File: src/hdl/plt_pkg.sv
// Shared types, register codes and constants for the power limited torque ramp.
`timescale 1ns / 1ps

package plt_pkg;

	// Register reset values
	localparam logic [15:0] POWER_RESET      = 16'd500;
	localparam logic [14:0] MAX_TORQUE_RESET = 15'd2400;
	localparam logic [14:0] THRESH_RESET     = 15'd0;
	localparam logic [15:0] STEPS_RESET      = 16'd100;

	// RPM to rad/s scaling, |speed| * 628 / 6000
	localparam logic [15:0] RPM_NUM = 16'd628;
	localparam logic [15:0] RPM_DEN = 16'd6000;

	// Serial step counts
	localparam logic [3:0] MUL_W_BITS = 4'd10;  // width of RPM_NUM
	localparam logic [3:0] MUL_R_BITS = 4'd15;  // width of limit - threshold
	localparam logic [5:0] DIV_W_BITS = 6'd25;  // scaled speed product
	localparam logic [5:0] DIV_P_BITS = 6'd16;  // power limit
	localparam logic [5:0] DIV_R_BITS = 6'd32;  // ramp product

	localparam logic [16:0] COUNT_MAX = 17'h1FFFF;

	typedef enum logic [2:0] {
		REG_POWER_LIMIT    = 3'd0,
		REG_MAX_TORQUE     = 3'd1,
		REG_RAMP_THRESHOLD = 3'd2,
		REG_RAMP_STEPS     = 3'd3
	} plt_reg_t;

	typedef enum logic [3:0] {
		S_IDLE,
		S_MUL_W,
		S_GO_W,
		S_DIV_W,
		S_GO_P,
		S_DIV_P,
		S_LIMIT,
		S_MUL_R,
		S_GO_R,
		S_DIV_R,
		S_DONE
	} plt_state_t;

	typedef struct packed {
		logic signed [15:0] pedal_req;
		logic signed [15:0] motor_speed;
	} plt_item_t;

	typedef struct packed {
		logic signed [15:0] torque_command;
		logic [14:0]        torque_limit;
		logic [14:0]        torque_cap;
		logic               limiting_active;
	} plt_result_t;

	typedef struct packed {
		logic        start;
		logic [5:0]  nbits;
		logic [31:0] dividend;  // left aligned: top nbits hold the value
		logic [15:0] divisor;
	} plt_div_ctl_t;

	typedef struct packed {
		logic        busy;
		logic        done;
		logic [31:0] quotient;
	} plt_div_sts_t;

endpackage

File: src/hdl/plt_sdiv.sv
// Bit-serial restoring divider, one quotient bit per cycle.
`timescale 1ns / 1ps

module plt_sdiv
	import plt_pkg::*;
(
	input  logic         clk,
	input  logic         arst_n,
	input  plt_div_ctl_t ctl,
	output plt_div_sts_t sts
);

	logic [31:0] quo_q;
	logic [15:0] rem_q;
	logic [15:0] divisor_q;
	logic [5:0]  cnt_q;
	logic        busy_q;
	logic        done_q;

	logic [16:0] trial;
	logic [16:0] diff;
	logic        fits;

	assign trial = {rem_q, quo_q[31]};
	assign diff  = trial - {1'b0, divisor_q};
	assign fits  = trial >= {1'b0, divisor_q};

	always_ff @(posedge clk or negedge arst_n) begin
		if (!arst_n) begin
			busy_q <= 1'b0;
			done_q <= 1'b0;
			cnt_q  <= '0;
		end else begin
			done_q <= busy_q && (cnt_q == 6'd1);
			if (ctl.start) begin
				busy_q <= 1'b1;
				cnt_q  <= ctl.nbits;
			end else if (busy_q) begin
				cnt_q <= cnt_q - 6'd1;
				if (cnt_q == 6'd1)
					busy_q <= 1'b0;
			end
		end
	end

	always_ff @(posedge clk) begin
		if (ctl.start) begin
			quo_q     <= ctl.dividend;
			rem_q     <= '0;
			divisor_q <= ctl.divisor;
		end else if (busy_q) begin
			// shift in the next dividend bit, subtract when it fits
			rem_q <= fits ? diff[15:0] : trial[15:0];
			quo_q <= {quo_q[30:0], fits};
		end
	end

	assign sts.busy     = busy_q;
	assign sts.done     = done_q;
	assign sts.quotient = quo_q;

	a_no_restart: assert property (@(posedge clk) disable iff (!arst_n)
		ctl.start |-> !busy_q)
		else $error("divider started while busy");

	a_rem_bound: assert property (@(posedge clk) disable iff (!arst_n)
		busy_q && $past(busy_q) && (divisor_q != 16'd0) |-> rem_q < divisor_q)
		else $error("partial remainder not below divisor");

	a_done_idle: assert property (@(posedge clk) disable iff (!arst_n)
		done_q |-> !busy_q && $past(busy_q))
		else $error("done without a finished division");

endmodule

File: src/hdl/power_limited_torque_ramp_top.sv
// Top level of the power limited torque ramp: control sequencer and serial datapath.
`timescale 1ns / 1ps

// Usage:
//  item channel (item_valid / item_stall / item) takes one word with the pedal
//  torque and the signed motor speed; negative speed is forward rotation.
//  result channel (result_valid / result_stall / result) returns one word per item.
//  cfg channel (cfg_valid / cfg_ready / cfg_index / cfg_data) writes the four
//  registers; cfg_ready is always high, write only while the block is idle.
//  Forward words run through a shift-add multiplier and a restoring divider that
//  produce one bit per cycle: a multiply and a divide scale the speed, a second
//  divide turns the power limit into the torque limit, then a multiply and a
//  divide compute the ramp torque while the ramp is in progress. Zero or reverse
//  speed goes straight to the result, a near-zero forward speed skips the power
//  divide, and the ramp multiply and divide are skipped once the ramp has finished
//  or the limit is below the threshold. The block works on one word at a time; the
//  next word is taken once the previous result is registered.
//  A registered result waits while result_stall is high; the block still accepts
//  and works on the next word and holds it until the output register frees.
//  Reset clears the registers to their defaults, the tracked cap to 2400 and the
//  ramp counter to zero.
module power_limited_torque_ramp_top
	import plt_pkg::*;
(
	input  logic        clk,
	input  logic        arst_n,
	input  logic        item_valid,
	output logic        item_stall,
	input  plt_item_t   item,
	output logic        result_valid,
	input  logic        result_stall,
	output plt_result_t result,
	input  logic        cfg_valid,
	output logic        cfg_ready,
	input  logic [2:0]  cfg_index,
	input  logic [15:0] cfg_data
);

	plt_state_t state_q, state_d;

	logic [15:0] power_q;
	logic [14:0] max_torque_q;
	logic [14:0] thresh_q;
	logic [15:0] steps_q;

	logic [14:0] lowest_q;
	logic [16:0] cnt_q;

	logic [31:0] mul_acc_q;
	logic [31:0] mul_a_q;
	logic [15:0] mul_b_q;
	logic [3:0]  mul_cnt_q;

	logic signed [15:0] pedal_q;
	logic [14:0]        lim_q;
	plt_result_t        res_q;
	plt_result_t        result_q;
	logic               result_valid_q;

	plt_div_ctl_t div_ctl;
	plt_div_sts_t div_sts;

	logic        out_free;
	logic        result_load;
	logic [15:0] mag;
	logic [15:0] quo16;
	logic [19:0] quo_x10;
	logic [14:0] lim_div;
	logic [16:0] cnt_inc;
	logic [16:0] cnt_dec;
	logic [14:0] span;
	logic        take_cap;
	logic        ramp_done;
	logic        below;

	plt_sdiv u_div (
		.clk    (clk),
		.arst_n (arst_n),
		.ctl    (div_ctl),
		.sts    (div_sts)
	);

	assign out_free = !result_valid_q || !result_stall;
	assign mag      = ~item.motor_speed + 16'd1;
	assign quo16    = div_sts.quotient[15:0];
	assign quo_x10  = {1'b0, quo16, 3'b000} + {3'b000, quo16, 1'b0};
	assign lim_div  = (quo_x10 > {5'b0, max_torque_q}) ? max_torque_q : quo_x10[14:0];
	assign cnt_inc  = (cnt_q == COUNT_MAX) ? cnt_q : cnt_q + 17'd1;
	assign cnt_dec  = cnt_inc - 17'd1;
	assign span     = lim_q - thresh_q;
	assign take_cap = lim_q <= lowest_q;
	assign ramp_done = cnt_inc > {1'b0, steps_q};
	assign below    = lim_q < thresh_q;

	// next state
	always_comb begin
		state_d = state_q;
		case (state_q)
			S_IDLE: begin
				if (item_valid)
					state_d = item.motor_speed[15] ? S_MUL_W : S_DONE;
			end
			S_MUL_W: begin
				if (mul_cnt_q == 4'd1)
					state_d = S_GO_W;
			end
			S_GO_W: state_d = S_DIV_W;
			S_DIV_W: begin
				if (div_sts.done)
					state_d = (div_sts.quotient == '0) ? S_LIMIT : S_GO_P;
			end
			S_GO_P: state_d = S_DIV_P;
			S_DIV_P: begin
				if (div_sts.done)
					state_d = S_LIMIT;
			end
			S_LIMIT: state_d = (ramp_done || below) ? S_DONE : S_MUL_R;
			S_MUL_R: begin
				if (mul_cnt_q == 4'd1)
					state_d = S_GO_R;
			end
			S_GO_R: state_d = S_DIV_R;
			S_DIV_R: begin
				if (div_sts.done)
					state_d = S_DONE;
			end
			S_DONE: begin
				if (out_free)
					state_d = S_IDLE;
			end
			default: state_d = S_IDLE;
		endcase
	end

	// control outputs
	always_comb begin
		item_stall       = state_q != S_IDLE;
		result_load      = 1'b0;
		div_ctl.start    = 1'b0;
		div_ctl.nbits    = DIV_R_BITS;
		div_ctl.dividend = mul_acc_q;
		div_ctl.divisor  = steps_q;
		case (state_q)
			S_GO_W: begin
				div_ctl.start    = 1'b1;
				div_ctl.nbits    = DIV_W_BITS;
				div_ctl.dividend = {mul_acc_q[24:0], 7'b0};
				div_ctl.divisor  = RPM_DEN;
			end
			S_GO_P: begin
				div_ctl.start    = 1'b1;
				div_ctl.nbits    = DIV_P_BITS;
				div_ctl.dividend = {power_q, 16'b0};
				div_ctl.divisor  = quo16;
			end
			S_GO_R: begin
				div_ctl.start = 1'b1;
			end
			S_DONE: result_load = out_free;
			default: ;
		endcase
	end

	always_ff @(posedge clk or negedge arst_n) begin
		if (!arst_n) begin
			state_q        <= S_IDLE;
			power_q        <= POWER_RESET;
			max_torque_q   <= MAX_TORQUE_RESET;
			thresh_q       <= THRESH_RESET;
			steps_q        <= STEPS_RESET;
			lowest_q       <= MAX_TORQUE_RESET;
			cnt_q          <= '0;
			result_valid_q <= 1'b0;
		end else begin
			state_q <= state_d;
			if (cfg_valid) begin
				case (cfg_index)
					REG_POWER_LIMIT:    power_q      <= cfg_data;
					REG_MAX_TORQUE:     max_torque_q <= cfg_data[14:0];
					REG_RAMP_THRESHOLD: thresh_q     <= cfg_data[14:0];
					REG_RAMP_STEPS:     steps_q      <= cfg_data;
					default: ;
				endcase
			end
			if (state_q == S_IDLE && item_valid && !item.motor_speed[15])
				lowest_q <= max_torque_q;
			if (state_q == S_LIMIT) begin
				if (take_cap)
					lowest_q <= lim_q;
				// clear the count when the limit falls below the threshold mid-ramp
				cnt_q <= (!ramp_done && below) ? 17'd0 : cnt_inc;
			end
			if (result_load)
				result_valid_q <= 1'b1;
			else if (!result_stall)
				result_valid_q <= 1'b0;
		end
	end

	always_ff @(posedge clk) begin
		case (state_q)
			S_IDLE: begin
				pedal_q <= item.pedal_req;
				mul_acc_q <= '0;
				mul_a_q   <= {16'b0, mag};
				mul_b_q   <= RPM_NUM;
				mul_cnt_q <= MUL_W_BITS;
				res_q.torque_command  <= item.pedal_req;
				res_q.torque_limit    <= '0;
				res_q.torque_cap      <= max_torque_q;
				res_q.limiting_active <= 1'b0;
			end
			S_MUL_W, S_MUL_R: begin
				if (mul_b_q[0])
					mul_acc_q <= mul_acc_q + mul_a_q;
				mul_a_q   <= {mul_a_q[30:0], 1'b0};
				mul_b_q   <= {1'b0, mul_b_q[15:1]};
				mul_cnt_q <= mul_cnt_q - 4'd1;
			end
			S_DIV_W: begin
				// near-zero scaled speed: take the ceiling, skip the power divide
				if (div_sts.done)
					lim_q <= max_torque_q;
			end
			S_DIV_P: begin
				if (div_sts.done)
					lim_q <= lim_div;
			end
			S_LIMIT: begin
				res_q.torque_limit    <= lim_q;
				res_q.torque_cap      <= take_cap ? lim_q : lowest_q;
				res_q.limiting_active <= 1'b1;
				if (ramp_done)
					res_q.torque_command <= signed'({1'b0, lim_q});
				else if (below)
					res_q.torque_command <= pedal_q;
				mul_acc_q <= '0;
				mul_a_q   <= {16'b0, cnt_dec[15:0]};
				mul_b_q   <= {1'b0, span};
				mul_cnt_q <= MUL_R_BITS;
			end
			S_DIV_R: begin
				if (div_sts.done)
					res_q.torque_command <= signed'({1'b0, thresh_q}
						+ {1'b0, div_sts.quotient[14:0]});
			end
			S_DONE: begin
				if (result_load)
					result_q <= res_q;
			end
			default: ;
		endcase
	end

	assign cfg_ready    = 1'b1;
	assign result_valid = result_valid_q;
	assign result       = result_q;

	a_result_loaded: assert property (@(posedge clk) disable iff (!arst_n)
		result_load |=> result_valid_q && state_q == S_IDLE)
		else $error("finished word not presented");

	a_count_monotonic: assert property (@(posedge clk) disable iff (!arst_n)
		state_q == S_LIMIT |=> cnt_q == 17'd0 || cnt_q >= $past(cnt_q))
		else $error("ramp counter stepped backward");

	a_ramp_divide: assert property (@(posedge clk) disable iff (!arst_n)
		state_q == S_DIV_R |-> cnt_q != 17'd0 && steps_q != 16'd0 && div_sts.busy
			|| div_sts.done)
		else $error("ramp division with zero count or steps");

endmodule
File: config.mk
export PLATFORM = sky130hd
export DESIGN_NAME = power_limited_torque_ramp_top
export DESIGN_NICKNAME = d
export VERILOG_FILES = /design/src/hdl/plt_pkg.sv /design/src/hdl/plt_sdiv.sv /design/src/hdl/power_limited_torque_ramp_top.sv
export SDC_FILE = /design/constraint.sdc
export NUM_CORES = 1
export LEC_CHECK = 0
export BUFFER_PORTS_ARGS = -buffer_cell sky130_fd_sc_hd__clkbuf_2
export CELL_PAD_IN_SITES_DETAIL_PLACEMENT = 1
export CELL_PAD_IN_SITES_GLOBAL_PLACEMENT = 2
export CORE_ASPECT_RATIO = 0.7
export CORE_MARGIN = 2
export CORE_UTILIZATION = 36
export DETAILED_ROUTE_END_ITERATION = 7
export PLACE_DENSITY = 0.83
export RECOVER_POWER = 50
export SLEW_MARGIN = 25
export SYNTH_ARGS = -nofsm -noshare
export SYNTH_HDL_FRONTEND = slang
export SYNTH_HIERARCHICAL = 1
export SYNTH_SLANG_ARGS = --single-unit
File: constraint.sdc
create_clock -name clk -period 6.29 [get_ports clk]
set_clock_uncertainty 0.2 [all_clocks]
set_input_delay 1.258 -clock clk [delete_from_list [all_inputs] [get_ports clk]]
set_output_delay 1.258 -clock clk [all_outputs]
set_load 0.02 [all_outputs]
==> flow_summary.toml <==
[power_and_ir_drop]
max-vdd-ir-drop_uv = 340
power_density_mw_per_mm2 = 605
total_power_mw = 15.2
p_leak_nw = 9.91

[run]
cap_violations = 11

[detailed_routing]
antenna_left = 0
met3_length_um = 5480
route.met2.wl_um = 31800
dr.pass1.iters = 5
wl_met1_um = 35700
viasPerCell = 5.74
vias = 17700
maxUsedRoutingLayer = "met4"
wl_per_cell_um = 24.1
finalWirelength_um = 74400
drt_iter0_markers = 1595
drc = 0

[setup_path]
worstPathArrival_ns = 5.46
worstSetupEndpointType = "flop"
crit_buf_inv = 2
cp_slowest_stage_delay_ns = 2.46
path_cells = "nor2b_1, nand2_1, clkbuf_1, nor2_1, nor2_1, buf_4"
critPathRequiredTime_ns = 6.33
startpoint_type = "flop"
path_delay_family = "buffers and inverters"
path_common_cell = "nor2_1"
crit_fanout = 70
crit_type = "flop to flop"
slowest_stage = "clkbuf_1"

[layout]
fillers = 6924
final_cell_area_mm2 = 0.0251
stdcell_count = 3089
syn2layout_area_growth_pct = 11.5
n_antenna_cell = 0
fin_util_pct = 40.7
drive_gt1_share_pct = 12.1
nNetsFinal = 2442

[floorplan]
fp-row-count = 76
die-area_mm2 = 0.0645
die_h_um = 213
ios = 106
chipWidth_um = 303
fp.coreArea_mm2 = 0.0616
initial_core_util_pct = 36.5

[clock_network]
clockRootBuffer = "clkbuf_16"
cts_made_buffers = 40
clkTransAtPathRegs_ns = 0.06
ctsResizeCount = 0
cts_sinks = 379
post_cts_buffers = 0
ctsHoldBuffers = 0
clock_latency_ns = 0.56
cts_buffer_depth = 3
cts_tree = "done"
htreeDepth = 2

[sta]
slew_headroom_pct = -127
setup_violations = 0
worst_slew_pin_slew_ns = 3.40
fin_hold_ws_ns = 0.222
fmax_ghz = 0.184
drv_slew = 436
grt_setup_unrepaired = "false"
worst_slack_ns = 0.864
finalCriticalPeriod_ns = 5.43
tns_ns = 0
finalCritPeriodShare_pct = 86.3
hold_viol_final = 0

[grt]
grt_overflow = 0
antenna_found_initial = 4
grtUsageTotal_pct = 22.9
grt_pass1_wl_um = 113000
grt_pass1_vias = 18200
grt_max_degree = 71

[placed_design]
postPlaceCellArea_mm2 = 0.0240
pre_cts_slack_ns = 1.11
numPortBuffers = 104
dpl.cell_count = 3015
hpwlAfterDp_um = 54000
place.gp.congestion = 0.903

[synthesis]
syn_avg_cell_area_um2 = 10.5
syn_inst = 2150
yosys_warnings = 6
synth_area_mm2 = 0.0225

[status]
violations = "capacitance limit, slew limit"
status = "finished with violations"

[min_path]
hp-class = "flop to flop"
[routing by layer]
| layer | global-route usage (%) | vias up |
|---|---|---|
| met5 | 0 | - |
| met4 | 5.11 | 0 |
| met3 | 4.71 | 84 |
| met2 | 34.1 | 496 |
| met1 | 33.9 | 9006 |
| li1 | - | 8152 |
[flip-flops by register name, summed over array words and instances, names as in the netlist]
signal	cells
result	47
u_div/quo_q	32
mul_b_q	15
mul_cnt_q	4
cnt_q	17
u_div/divisor_q	16
u_div/rem_q	16
u_div/done_q	1
mul_acc_q	32
u_div/cnt_q	6
state_q	4
lim_q	15
lowest_q	15
u_div/busy_q	1
res_q	47
pedal_q	16
result_valid	1
steps_q	16
max_torque_q	15
power_q	16
thresh_q	15
mul_a_q	32
[layout make-up]
type                       instances  area [um2]  area share (%)
clock buffer                      50        1060            4.23
sequential                       379       10700            42.7
inverter                         122         458            1.83
timing repair buffer             140         658            2.62
tap                              819        1020            4.09
multi-input combinational       1555       11000            43.7
clock inverter                    24         213           0.848
[power breakdown]
group          leakage (nW)  total (mW)  internal (mW)  switching (mW)
Sequential             3.88        4.96           4.12           0.835
Combinational          5.41        7.80           2.97            4.83
Clock                 0.624        2.41           1.33            1.08
[worst reg2reg max path: cells and delay by family (launching register included)]
kind | cells | cell delay, ns
buffers and inverters | 2 | 2.77
flip-flops | 1 | 0.67
AND/OR/NAND/NOR | 4 | 1.46
[worst paths after layout]
check	to	start	slack, ns	cells after the start
worst max-delay path	res_q[43]	state_q[3]	0.86	6
worst max register to register	res_q[43]	state_q[3]	0.86	6
worst min register to register	result[2]	res_q[2]	0.22	0
worst min-delay path	result[2]	res_q[2]	0.22	0
max in group asynchronous	lowest_q[3]	arst_n	1.48	2
min in group asynchronous	cnt_q[7]	arst_n	1.25	1
[layout by cell type (no fill, tap or decap), types with 28 or more instances in the layout]
cell,count
ha_1,143
nor4_1,35
nor3_1,49
nand3_1,50
a21o_1,32
mux2i_1,28
clkbuf_2,40
mux2_2,87
clkbuf_1,87
o21ai_0,145
clkbuf_16,41
inv_1,120
xor2_1,33
dfrtp_1,90
a21oi_1,112
edfxtp_1,256
xnor2_1,69
a22oi_1,34
nand2_1,218
nor2_1,117
(Power assumes the default switching activity.)
